### config.mk
export PLATFORM = sky130hd
export DESIGN_NAME = source_selector_with_hysteresis_unit_flat
export DESIGN_NICKNAME = d
export VERILOG_FILES = /design/src/ssh_pkg.sv /design/src/ssh_if.sv /design/src/source_selector_with_hysteresis_unit.sv /design/src/flat_wrapper.sv
export SDC_FILE = /design/constraint.sdc
export NUM_CORES = 1
export LEC_CHECK = 0
export BUFFER_PORTS_ARGS = -buffer_cell sky130_fd_sc_hd__buf_2
export CORE_ASPECT_RATIO = 0.6
export CORE_MARGIN = 10
export CORE_UTILIZATION = 25
export CTS_CLUSTER_DIAMETER = 150
export DETAILED_ROUTE_END_ITERATION = 12
export GPL_TIMING_DRIVEN = 1
export SLEW_MARGIN = 10
export SYNTH_ARGS = -nofsm -noshare
export SYNTH_HDL_FRONTEND = slang
export SYNTH_SLANG_ARGS = --single-unit
export TNS_END_PERCENT = 1
### constraint.sdc
create_clock -name clk -period 5.4 [get_ports clk]
set_clock_uncertainty 0.2 [all_clocks]
set_input_delay 0.27 -clock clk [delete_from_list [all_inputs] [get_ports clk]]
set_output_delay 0.27 -clock clk [all_outputs]
set_load 0.01 [all_outputs]
### src/ssh_pkg.sv
// Shared types and constants for the beacon source selector.
// Holds register indexes, verdict codes, field widths and register reset values.
// No dependencies.
package ssh_pkg;

	localparam int ID_W       = 32;
	localparam int STRENGTH_W = 8;
	localparam int TIME_W     = 40;
	localparam int COUNT_W    = 3;
	localparam int MARGIN_W   = 7;
	localparam int HITS_W     = 8;
	localparam int SILENCE_W  = 32;
	localparam int APB_DATA_W = 32;
	localparam int APB_ADDR_W = 5;
	localparam int REG_IDX_W  = 3;

	localparam int ALLOW_ENTRIES_DEFAULT = 4;
	localparam int ALLOW_ENTRIES_MAX     = 4;

	localparam logic [COUNT_W-1:0]   COUNT_RESET   = COUNT_W'(0);
	localparam logic [MARGIN_W-1:0]  MARGIN_RESET  = MARGIN_W'(6);
	localparam logic [HITS_W-1:0]    HITS_RESET    = HITS_W'(3);
	localparam logic [SILENCE_W-1:0] SILENCE_RESET = SILENCE_W'(10000);
	localparam logic [HITS_W-1:0]    HITS_MAX      = {HITS_W{1'b1}};

	typedef enum logic [REG_IDX_W-1:0] {
		REG_ALLOWED_0 = 3'd0,
		REG_ALLOWED_1 = 3'd1,
		REG_ALLOWED_2 = 3'd2,
		REG_ALLOWED_3 = 3'd3,
		REG_COUNT     = 3'd4,
		REG_MARGIN    = 3'd5,
		REG_HITS      = 3'd6,
		REG_SILENCE   = 3'd7
	} reg_idx_t;

	typedef enum logic [2:0] {
		VERDICT_KEEP       = 3'd0,
		VERDICT_BIND       = 3'd1,
		VERDICT_SWITCH     = 3'd2,
		VERDICT_NOT_LISTED = 3'd3,
		VERDICT_REFUSED    = 3'd4
	} verdict_t;

endpackage

### src/ssh_if.sv
// Handshake channels of the beacon source selector: beacon in, verdict out.
// Depends on ssh_pkg for field widths and the verdict type.
interface ssh_beacon_if
	import ssh_pkg::*;
();
	logic                         valid;
	logic                         ready;
	logic [ID_W-1:0]              source_id;
	logic signed [STRENGTH_W-1:0] strength;
	logic [TIME_W-1:0]            time_ms;

	modport source (output valid, source_id, strength, time_ms, input ready);
	modport sink (input valid, source_id, strength, time_ms, output ready);
endinterface

interface ssh_result_if
	import ssh_pkg::*;
();
	logic            valid;
	logic            ready;
	verdict_t        verdict;
	logic            accepted;
	logic [ID_W-1:0] shown_id;

	modport source (output valid, verdict, accepted, shown_id, input ready);
	modport sink (input valid, verdict, accepted, shown_id, output ready);
endinterface

### src/source_selector_with_hysteresis_unit.sv
// Top level of the beacon source selector with hysteresis.
// Depends on ssh_pkg and the channel interfaces in ssh_if.sv.
//
// Usage:
//   beacon (sink): one decoded beacon word per handshake: source id, signed
//     strength in dBm, arrival time in ms (non-decreasing).
//   result (source): one word per beacon: verdict, accepted flag and the id
//     bound after that beacon.
//   APB port: allowlist ids, allowlist count, strength margin, hits needed and
//     silence time; write only while no beacon is in flight.
// From beacon acceptance to result valid a word passes one input register and
// one result register. Throughput is one beacon per cycle while the receiver
// takes results; the selection state updates as the word moves into the result
// register, so the next beacon is judged against the updated state.
// Reset clears the binding, the challenger and all control state and loads the
// register reset values. When the receiver stalls, the result register holds
// and the input register fills; beacon.ready drops once both are occupied.
module source_selector_with_hysteresis_unit
	import ssh_pkg::*;
#(
	parameter int ALLOW_ENTRIES = ALLOW_ENTRIES_DEFAULT
) (
	input  logic                  clk,
	input  logic                  arst_n,
	ssh_beacon_if.sink            beacon,
	ssh_result_if.source          result,
	input  logic                  psel,
	input  logic                  penable,
	input  logic                  pwrite,
	input  logic [APB_ADDR_W-1:0] paddr,
	input  logic [APB_DATA_W-1:0] pwdata,
	output logic [APB_DATA_W-1:0] prdata,
	output logic                  pready
);

	logic [ID_W-1:0]      allowed_q [ALLOW_ENTRIES];
	logic [COUNT_W-1:0]   count_q;
	logic [MARGIN_W-1:0]  margin_q;
	logic [HITS_W-1:0]    hits_needed_q;
	logic [SILENCE_W-1:0] silence_q;

	logic                         bound_q;
	logic [ID_W-1:0]              bound_id_q;
	logic signed [STRENGTH_W-1:0] bound_str_q;
	logic [TIME_W-1:0]            bound_ms_q;
	logic [ID_W-1:0]              rival_id_q;
	logic [HITS_W-1:0]            rival_hits_q;

	logic                         valid_s1;
	logic [ID_W-1:0]              id_s1;
	logic signed [STRENGTH_W-1:0] str_s1;
	logic [TIME_W-1:0]            time_s1;

	logic            out_valid_q;
	verdict_t        out_verdict_q;
	logic            out_accepted_q;
	logic [ID_W-1:0] out_shown_q;

	logic                 cfg_wr;
	reg_idx_t             reg_idx;
	logic                 advance;
	logic                 discovery;
	logic                 listed;
	logic [HITS_W-1:0]    hits_base;
	logic [HITS_W-1:0]    hits_next;
	logic signed [9:0]    thresh;
	logic                 stronger;
	logic [TIME_W:0]      elapsed;
	logic                 silent;
	verdict_t             verdict;
	logic                 take;

	assign pready  = 1'b1;
	assign cfg_wr  = psel && penable && pwrite;
	assign reg_idx = reg_idx_t'(paddr[APB_ADDR_W-1:2]);

	always_comb begin
		prdata = '0;
		unique case (reg_idx)
			REG_COUNT:   prdata = APB_DATA_W'(count_q);
			REG_MARGIN:  prdata = APB_DATA_W'(margin_q);
			REG_HITS:    prdata = APB_DATA_W'(hits_needed_q);
			REG_SILENCE: prdata = APB_DATA_W'(silence_q);
			default: begin
				for (int i = 0; i < ALLOW_ENTRIES; i++) begin
					if (reg_idx == reg_idx_t'(REG_IDX_W'(i)))
						prdata = APB_DATA_W'(allowed_q[i]);
				end
			end
		endcase
	end

	always_ff @(posedge clk or negedge arst_n) begin
		if (!arst_n) begin
			for (int i = 0; i < ALLOW_ENTRIES; i++)
				allowed_q[i] <= '0;
			count_q       <= COUNT_RESET;
			margin_q      <= MARGIN_RESET;
			hits_needed_q <= HITS_RESET;
			silence_q     <= SILENCE_RESET;
		end else if (cfg_wr) begin
			for (int i = 0; i < ALLOW_ENTRIES; i++) begin
				if (reg_idx == reg_idx_t'(REG_IDX_W'(i)))
					allowed_q[i] <= pwdata[ID_W-1:0];
			end
			unique case (reg_idx)
				REG_COUNT:   count_q       <= pwdata[COUNT_W-1:0];
				REG_MARGIN:  margin_q      <= pwdata[MARGIN_W-1:0];
				REG_HITS:    hits_needed_q <= pwdata[HITS_W-1:0];
				REG_SILENCE: silence_q     <= pwdata[SILENCE_W-1:0];
				default: ;
			endcase
		end
	end

	// Stage handshake: s1 drains whenever the result register is free or taken.
	assign advance      = valid_s1 && (!out_valid_q || result.ready);
	assign beacon.ready = !valid_s1 || advance;

	always_ff @(posedge clk or negedge arst_n) begin
		if (!arst_n) begin
			valid_s1 <= 1'b0;
		end else if (beacon.ready) begin
			valid_s1 <= beacon.valid;
		end
	end

	always_ff @(posedge clk) begin
		if (beacon.valid && beacon.ready) begin
			id_s1   <= beacon.source_id;
			str_s1  <= beacon.strength;
			time_s1 <= beacon.time_ms;
		end
	end

	always_comb begin
		discovery = (count_q == '0);
		listed    = 1'b0;
		for (int i = 0; i < ALLOW_ENTRIES; i++) begin
			if ((COUNT_W'(i) < count_q) && (allowed_q[i] == id_s1))
				listed = 1'b1;
		end
		hits_base = (rival_id_q == id_s1) ? rival_hits_q : '0;
		hits_next = (hits_base == HITS_MAX) ? hits_base : hits_base + 1'b1;
		thresh    = 10'(bound_str_q) + $signed({3'b000, margin_q});
		stronger  = 10'(str_s1) > thresh;
		elapsed   = {1'b0, time_s1} - {1'b0, bound_ms_q};
		silent    = !elapsed[TIME_W] &&
			(elapsed[TIME_W-1:0] >= TIME_W'(silence_q));
		priority if (!discovery && !listed)
			verdict = VERDICT_NOT_LISTED;
		else if (!bound_q)
			verdict = VERDICT_BIND;
		else if (id_s1 == bound_id_q)
			verdict = VERDICT_KEEP;
		else if (discovery)
			verdict = stronger ? VERDICT_SWITCH : VERDICT_REFUSED;
		else
			verdict = (hits_next >= hits_needed_q && silent) ?
				VERDICT_SWITCH : VERDICT_REFUSED;
		take = (verdict == VERDICT_KEEP) || (verdict == VERDICT_BIND) ||
			(verdict == VERDICT_SWITCH);
	end

	always_ff @(posedge clk or negedge arst_n) begin
		if (!arst_n) begin
			bound_q      <= 1'b0;
			bound_id_q   <= '0;
			bound_str_q  <= '0;
			bound_ms_q   <= '0;
			rival_id_q   <= '0;
			rival_hits_q <= '0;
		end else if (advance) begin
			if (take) begin
				bound_q      <= 1'b1;
				bound_id_q   <= id_s1;
				bound_str_q  <= str_s1;
				bound_ms_q   <= time_s1;
				rival_id_q   <= '0;
				rival_hits_q <= '0;
			end else if (verdict == VERDICT_REFUSED) begin
				if (discovery) begin
					rival_id_q   <= '0;
					rival_hits_q <= '0;
				end else begin
					rival_id_q   <= id_s1;
					rival_hits_q <= hits_next;
				end
			end
		end
	end

	always_ff @(posedge clk or negedge arst_n) begin
		if (!arst_n) begin
			out_valid_q <= 1'b0;
		end else if (advance) begin
			out_valid_q <= 1'b1;
		end else if (result.ready) begin
			out_valid_q <= 1'b0;
		end
	end

	always_ff @(posedge clk) begin
		if (advance) begin
			out_verdict_q  <= verdict;
			out_accepted_q <= take;
			out_shown_q    <= take ? id_s1 : bound_id_q;
		end
	end

	assign result.valid    = out_valid_q;
	assign result.verdict  = out_verdict_q;
	assign result.accepted = out_accepted_q;
	assign result.shown_id = out_shown_q;

`ifndef SYNTH
	a_bound_sticky: assert property (@(posedge clk) disable iff (!arst_n)
		!$fell(bound_q))
		else $error("binding dropped");

	a_rival_needs_bound: assert property (@(posedge clk) disable iff (!arst_n)
		(rival_hits_q != '0) |-> bound_q)
		else $error("challenger counted with nothing bound");

	a_accept_flag: assert property (@(posedge clk) disable iff (!arst_n)
		out_valid_q |-> (out_accepted_q == ((out_verdict_q == VERDICT_KEEP) ||
			(out_verdict_q == VERDICT_BIND) || (out_verdict_q == VERDICT_SWITCH))))
		else $error("accepted flag disagrees with verdict");

	a_accept_updates_bound: assert property (@(posedge clk) disable iff (!arst_n)
		(advance && take) |=> (bound_q && (bound_id_q == out_shown_q)))
		else $error("bound id not taken from accepted beacon");

	a_refuse_needs_bound: assert property (@(posedge clk) disable iff (!arst_n)
		(advance && (verdict == VERDICT_REFUSED)) |-> bound_q)
		else $error("challenger refused with nothing bound");
`endif

endmodule
### src/flat_wrapper.sv
// flat-port wrapper written by rule: the top's interface ports become plain ports
module source_selector_with_hysteresis_unit_flat import ssh_pkg::*;
#(
	parameter int ALLOW_ENTRIES = ALLOW_ENTRIES_DEFAULT
)
  (clk, arst_n, psel, penable, pwrite, paddr, pwdata, prdata, pready, beacon_valid, beacon_source_id, beacon_strength, beacon_time_ms, beacon_ready, result_valid, result_verdict, result_accepted, result_shown_id, result_ready);
  ssh_beacon_if beacon_i ();
  ssh_result_if result_i ();
  input  logic clk;
  input  logic arst_n;
  input  logic psel;
  input  logic penable;
  input  logic pwrite;
  input  logic [APB_ADDR_W-1:0] paddr;
  input  logic [APB_DATA_W-1:0] pwdata;
  output logic [APB_DATA_W-1:0] prdata;
  output logic pready;
  input wire logic [$bits(beacon_i.valid)-1:0] beacon_valid;
  input wire logic [$bits(beacon_i.source_id)-1:0] beacon_source_id;
  input wire logic [$bits(beacon_i.strength)-1:0] beacon_strength;
  input wire logic [$bits(beacon_i.time_ms)-1:0] beacon_time_ms;
  output wire logic [$bits(beacon_i.ready)-1:0] beacon_ready;
  output wire logic [$bits(result_i.valid)-1:0] result_valid;
  output wire logic [$bits(result_i.verdict)-1:0] result_verdict;
  output wire logic [$bits(result_i.accepted)-1:0] result_accepted;
  output wire logic [$bits(result_i.shown_id)-1:0] result_shown_id;
  input wire logic [$bits(result_i.ready)-1:0] result_ready;
  assign beacon_i.valid = beacon_valid;
  assign beacon_i.source_id = beacon_source_id;
  assign beacon_i.strength = beacon_strength;
  assign beacon_i.time_ms = beacon_time_ms;
  assign beacon_ready = beacon_i.ready;
  assign result_valid = result_i.valid;
  assign result_verdict = result_i.verdict;
  assign result_accepted = result_i.accepted;
  assign result_shown_id = result_i.shown_id;
  assign result_i.ready = result_ready;
  source_selector_with_hysteresis_unit #(.ALLOW_ENTRIES(ALLOW_ENTRIES)) u_core (.clk(clk), .arst_n(arst_n), .beacon(beacon_i), .result(result_i), .psel(psel), .penable(penable), .pwrite(pwrite), .paddr(paddr), .pwdata(pwdata), .prdata(prdata), .pready(pready));
endmodule
==> impl_metrics.ini, run 1 <==
[status]
run_status = finished with violations
violations = setup timing

[floorplan]
fp.dieW_microns = 411.4
dieArea_sq_um = 104800
start_util = 0.2512
coreArea_sq_um = 91460
fp-row-count = 86
die_height_microns = 254.8
ioPinCount = 195

[worst_setup_path]
ff2ff_path_depth = 23
timing.critical_path.max_delay_family = compound AO/OA/AOI/OAI gates
timing.setup.critical_path_class = reg -> reg
setup.worst_path.start_class = flop
cp_num_cells = 23
worst_path_largest_cell_delay_ns = 0.50
critical_path_arrival_ns = 5.78
cp_slowest_cell = or4_4
path_common_cell = buf_4
end_kind = flop
crit_path_cell_trace = ha_4 -> o211ai_1 -> a21o_1 -> a211oi_2 -> buf_4 -> o31ai_4 -> nand2_2 -> buf_4 -> nand2b_1 -> o2111ai_1 -> xnor2_1 -> ha_1 -> a21oi_1 -> o21ai_0 -> nand3_1 -> a21oi_1 -> a211o_1 -> a311o_1 -> or4_4 -> o211ai_4 -> buf_4 -> buf_12 -> mux2_2
timing.critical_path.fanout_max = 13
worst-endpoint-required_ns = 5.53
critical_path.n_buffers_inverters = 4

[sta]
worst_pin_slew_ns = 1.239
timing_max_transition_violations_final = 0
finalSetupViolations = 151
grt_setup_unrepaired = yes
timing.fmax_mhz = 177.1
finalWorstPathRequiredPeriod_ns = 5.647
setup_slack_ns = -0.2471
final_hold_viol_count = 0
post-route-period-util = 1.046
max_slew_margin = 0.1741

[synthesis]
synthArstFlopShare = 0.7218
synth.avg_cell_area_sq_um = 11.91
yosysMostFrequentCell = dfrtp_1
synth.area.top_cells = dfrtp_1 32%, edfxtp_1 15%, mux2_2 7.8%, ha_1 5.3%, mux2_4 5.2%
synth-edff-count = 116
synth_top_area_cell = dfrtp_1
syn-cell-area_sq_um = 22970
synth-seq-area-share = 0.4800
syn_nets = 2152
syn-instance-count = 1929
synth_warnings = 0
yosys.area.top_type_share = 0.3180
most_used_flip_flop_cell_after_synthesis = dfrtp_1
ys_types = 69
synth.top_cells.by_count = 292 x dfrtp_1, 160 x mux2_2, 130 x inv_1, 129 x xnor2_1, 125 x nand2_1
yosys_register_bits = 417

[cts]
clk_path_buf_depth = 3
root_buffer = clkbuf_16
cts-htree-levels = 2
clock_tree_from_tritoncts = done
cts_num_sinks = 417
clock_latency_ns = 0.60
path_clk_slew_ns = 0.06
cts_buffers = 44

[final_layout]
count_of_placed_standard_cells_in_the_final_layout_fillers_left_out = 3628
layout-area-overhead-vs-synth_pct = 28.07
fillers = 9261
drive_gt1_frac = 0.3237
final_layout_net_count = 2578

[global_route]
grt-busiest-layer = met1
grt_util_met2 = 0.1972
first_global_vias = 16871
grt_pass1_wl_mm = 116.1
groute.layer.met3.usage = 0.04226
grt_max_degree = 122
aggregate_global_routing_overflow = 0
grt.met1_usage = 0.2287
grt_antenna_before_repair = 6
grtUsageTotal = 0.1468

[route]
routed-via-count = 16872
1st_iter_drt_viols = 1565
drcViolationCount = 0
routedWlPerCell_microns = 21.60
antenna_violating_nets_post_route = 0
avgViaCountPerCell = 4.650
firstDrtPassIters = 5
total_routed_length_mm = 78.36

[power]
worst_ir_drop_on_vdd_v = 0.0002630
power_per_standard_cell_area_nw_per_um2 = 487.8
power.static_leakage_nw = 12.60

[placement]
preCtsSetupSlack_ns = -0.6182
port_buffers = 191
numPlacedInstances = 3416
gp_congestion = 0.8946
dp.final_hpwl_mm = 58.69

[hold_path]
min_path_cells = 5
hp-class = in -> reg

[run]
max-cap-violations = 0
[cell families after synthesis]
| group | share of synthesized area |
|---|---|
| AO/OA/AOI/OAI | 0.08888 |
| XOR/XNOR | 0.08882 |
| adder cells (fa/ha/maj) | 0.05457 |
| buffers and inverters | 0.04422 |
| flip-flops | 0.4800 |
| multiplexers | 0.1726 |
| other | 0.0001632 |
| AND/OR/NAND/NOR | 0.07080 |
[area by class of cell]
type | count | area [sq um] | share of cell area
Timing Repair Buffer | 489 | 3670 | 0.1247
Inverter | 130 | 488.0 | 0.01658
Multi-Input combinational cell | 1273 | 11190 | 0.3803
Antenna cell | 5 | 12.51 | 0.0004252
Clock buffer | 61 | 1310 | 0.04452
Tap cell | 1232 | 1541 | 0.05239
Clock inverter | 21 | 186.4 | 0.006336
Sequential cell | 417 | 11030 | 0.3747
[sequential cells by signal, summed over array words and instances, names as in the netlist, 3 cells and up]
name,count
u_core.allowed_q,128
u_core.bound_ms_q,40
u_core.time_s1,40
u_core.bound_id_q,32
u_core.id_s1,32
u_core.result.shown_id,32
u_core.rival_id_q,32
u_core.silence_q,32
u_core.bound_str_q,8
u_core.hits_needed_q,8
u_core.rival_hits_q,8
u_core.str_s1,8
u_core.margin_q,7
u_core.count_q,3
u_core.result.verdict,3
[tightest hold or removal path, cell delays in order]
cell     delay, ns
buf_2         0.10
nand4_1       0.26
nor2_4        0.06
nand2_1       0.06
o21ai_0       0.07
[through the flow]
| stage | util | instance area, sq um | TNS, ns | power [mW] | hold WS (ns) |
|---|---|---|---|---|---|
| 2_1_floorplan | - | 22970 | 0 | 8.493 | -0.2256 |
| 3_3_place_gp | 0.2888 | 26420 | -75.32 | 10.67 | 0.1904 |
| 3_5_place_dp | 0.2888 | 26420 | -85.19 | 10.78 | 0.1983 |
| 4_1_cts | 0.3210 | 29360 | -7.816 | 14.33 | 0.03095 |
| 5_1_grt | 0.3216 | 29420 | -43.93 | 15.25 | 0.09331 |
| 6_report | 0.3217 | 29420 | -19.80 | 14.35 | 0.06899 |
[final timing paths]
kind | startpoint | end | slack [ns]
min in group asynchronous | arst_n | u_core.bound_str_q[5] | 0.09
min reg2reg | u_core.valid_s1 | u_core.result.valid | 0.30
min | pwrite | u_core.silence_q[7] | 0.07
max | u_core.time_s1[2] | u_core.result.shown_id[1] | -0.25
max reg2reg | u_core.time_s1[2] | u_core.result.shown_id[1] | -0.25
max in group asynchronous | arst_n | u_core.valid_s1 | 3.55
[cells in the final DEF (no fill, tap or decap), types with 66 or more instances in the layout]
cell type      count
buf_4            167
edfxtp_1         116
mux2_2           160
nand2_1          123
dfrtp_1          292
inv_1            130
xor2_1           104
dlygate4sd3_1    116
mux2_4            80
xnor2_1          129
o21ai_0           97
a21oi_1           66
buf_2            190
ha_1              91
[per-layer routing]
| layer | vias to the layer above | share of wire |
|---|---|---|
| met2 | 560 | 0.39 |
| met1 | 8449 | 0.51 |
| met4 | 2 | 0.014 |
| met3 | 69 | 0.086 |
| met5 | - | 0.00017 |
| li1 | 7792 | - |
[power breakdown]
part	switching (mW)	internal (mW)	total, mW
combinational	3.19	3.16	6.36
sequential	0.639	4.13	4.77
clock	1.42	1.81	3.23
total	5.25	9.10	14.4
[timing repair]
action,CTS,global route
hold buffers,116,0
hold endpoints to repair,360,0
buffers inserted,7,0
cloned,3,0
pin swaps,13,7
resized for setup,35,10
setup endpoints to repair,155,154
Power figures use the tool's default switching activity.
==> run 2, diff against run 1 <==
--- a/config.mk
+++ b/config.mk
@@ -9,9 +9,11 @@
 export CORE_ASPECT_RATIO = 0.6
 export CORE_MARGIN = 10
 export CORE_UTILIZATION = 25
+export CTS_BUF_LIST = sky130_fd_sc_hd__clkbuf_16
 export CTS_CLUSTER_DIAMETER = 150
 export DETAILED_ROUTE_END_ITERATION = 12
 export GPL_TIMING_DRIVEN = 1
+export SKIP_CTS_REPAIR_TIMING = 1
 export SLEW_MARGIN = 10
 export SYNTH_ARGS = -nofsm -noshare
 export SYNTH_HDL_FRONTEND = slang
==> run 2 against run 1 <==
Highest routed layer unchanged; maximum frequency decreased by 0.87%; cell area decreased by 0.28%; sequential power about the same; register-to-register slack got worse by 0.05 ns; the flow still finishes with violations (setup timing); clock power decreased by 3%; core utilization decreased by 0.090 points; routed wire length about the same; global-route usage decreased by 0.36 points; setup slack got worse by 0.049 ns.
==> impl_metrics.ini, run 2 (synthesis gave the netlist of run 1 again) <==
[status]
run_status = finished with violations
violations = setup timing

[cts]
root_buffer = clkbuf_16
clock_latency_ns = 0.60
clock_tree_from_tritoncts = done
cts_buffers = 44
cts-htree-levels = 2
cts_num_sinks = 417
clk_path_buf_depth = 3
path_clk_slew_ns = 0.07

[floorplan]
die_height_microns = 254.8
fp.dieW_microns = 411.4
start_util = 0.2512
dieArea_sq_um = 104800
fp-row-count = 86
coreArea_sq_um = 91460
ioPinCount = 195

[final_layout]
drive_gt1_frac = 0.3192
utilization = 0.3208
fillers = 9274
layout_top_registers = u_core.allowed_q x128, u_core.bound_ms_q x40, u_core.time_s1 x40
largest_register_ffs = 128
mostFrequentLayoutCells = 292 x dfrtp_1, 190 x buf_2, 165 x buf_4
final_layout_net_count = 2577
regMostFlops = u_core.allowed_q
final_common_cell = dfrtp_1
layout-area-overhead-vs-synth_pct = 27.71

[route]
total_routed_length_mm = 78.43
detailroute.wirelength.met2_mm = 30.90
wl_met1_mm = 39.90
drcViolationCount = 0
wl_met3_mm = 6.484
firstDrtPassIters = 5
1st_iter_drt_viols = 1419
route.top_layer_used = met5
routedWlPerCell_microns = 21.62
antenna_violating_nets_post_route = 0
avgViaCountPerCell = 4.644
routed-via-count = 16845

[hold_path]
hp-class = in -> reg
min_path_cells = 5

[placement]
dp.final_hpwl_mm = 58.69
port_buffers = 191
preCtsSetupSlack_ns = -0.6182
gp_congestion = 0.8946

[global_route]
grt_max_degree = 122
first_global_vias = 16132
grt_pass1_wl_mm = 112.7
grtUsageTotal = 0.1432
grt_antenna_before_repair = 8
aggregate_global_routing_overflow = 0

[sta]
final_hold_viol_count = 0
finalWorstPathRequiredPeriod_ns = 5.696
timing_max_transition_violations_final = 0
finalSetupViolations = 151
worst_pin_slew_ns = 1.196
setup_slack_ns = -0.2964
max_slew_margin = 0.2005
timing.fmax_mhz = 175.5
grt_setup_unrepaired = yes
post-route-period-util = 1.055

[worst_setup_path]
timing.critical_path.fanout_max = 13
crit_path_cell_trace = ha_4 -> buf_4 -> and4_1 -> o21ai_0 -> o21bai_1 -> a2111o_1 -> and2_4 -> o21ai_1 -> xor2_1 -> ha_1 -> a21oi_1 -> o21ai_0 -> nand3_1 -> a21oi_1 -> a211o_1 -> a311o_1 -> or4_4 -> o211ai_4 -> buf_12 -> mux2_2
critical_path_arrival_ns = 5.83
cp_slowest_cell = a2111o_1
worst_path_largest_cell_delay_ns = 0.54
timing.setup.critical_path_class = reg -> reg
setup.worst_path.start_class = flop
worst-endpoint-required_ns = 5.53
end_kind = flop
ff2ff_path_depth = 20

[power]
power.static_leakage_nw = 12.60
power_per_standard_cell_area_nw_per_um2 = 485.1
power_mw = 14.23
worst_ir_drop_on_vdd_v = 0.0002706

[run]
max-cap-violations = 0
-- run 2: path summary, 6_finish.rpt --
kind / slack, ns / from / endpoint
worst max-delay path: -0.30 / u_core.time_s1[8] / u_core.result.shown_id[31]
worst min-delay path: 0.08 / pwrite / u_core.silence_q[7]
worst max register to register: -0.30 / u_core.time_s1[8] / u_core.result.shown_id[31]
worst min register to register: 0.29 / u_core.valid_s1 / u_core.result.valid
max in group asynchronous: 3.53 / arst_n / u_core.rival_id_q[29]
min in group asynchronous: 0.10 / arst_n / u_core.bound_str_q[5]
-- run 2: per-layer routing --
layer,up-vias,global-route usage
met2,533,0.1896
li1,7778,-
met4,2,0.02478
met1,8461,0.2224
met5,-,0
met3,71,0.04569
-- run 2: stage by stage --
stage | setup TNS [ns] | instance area (sq um) | hold slack, ns | std cells
CTS | -93.23 | 27850 | -0.4389 | 3498
global route | -51.18 | 29340 | 0.09331 | 3625
finish | -24.05 | 29340 | 0.07911 | 3627
global placement | -75.32 | 26420 | 0.1904 | 3416
detailed placement | -85.19 | 26420 | 0.1983 | 3416
floorplan | 0 | 22970 | -0.2256 | 1929
-- run 2: worst max-delay path: cells and delay by family (launching register included) --
kind | cells | cell delay (ns)
fa+ha+maj | 2 | 0.58
buf+inv | 2 | 0.35
flops | 1 | 0.43
mux | 1 | 0.35
simple gates | 4 | 1.03
compound gates | 10 | 2.26
xor+xnor | 1 | 0.19
-- run 2: area by class of cell --
| class | instances | area (sq um) | area share |
|---|---|---|---|
| repair buffers | 488 | 3656 | 0.1246 |
| diodes | 5 | 12.51 | 0.0004264 |
| flip-flops and latches | 417 | 11030 | 0.3758 |
| clock buffers | 48 | 1201 | 0.04094 |
| multi-input cells | 1273 | 11180 | 0.3810 |
| well taps | 1232 | 1541 | 0.05254 |
| clock inverters | 34 | 235.2 | 0.008017 |
| inverters | 130 | 488.0 | 0.01663 |
-- run 2: power breakdown --
group	total, mW	internal (mW)	leakage, nW	switching (mW)
Clock	3.12	1.71	0.729	1.41
Combinational	6.35	3.16	7.05	3.19
Sequential	4.77	4.13	4.82	0.638
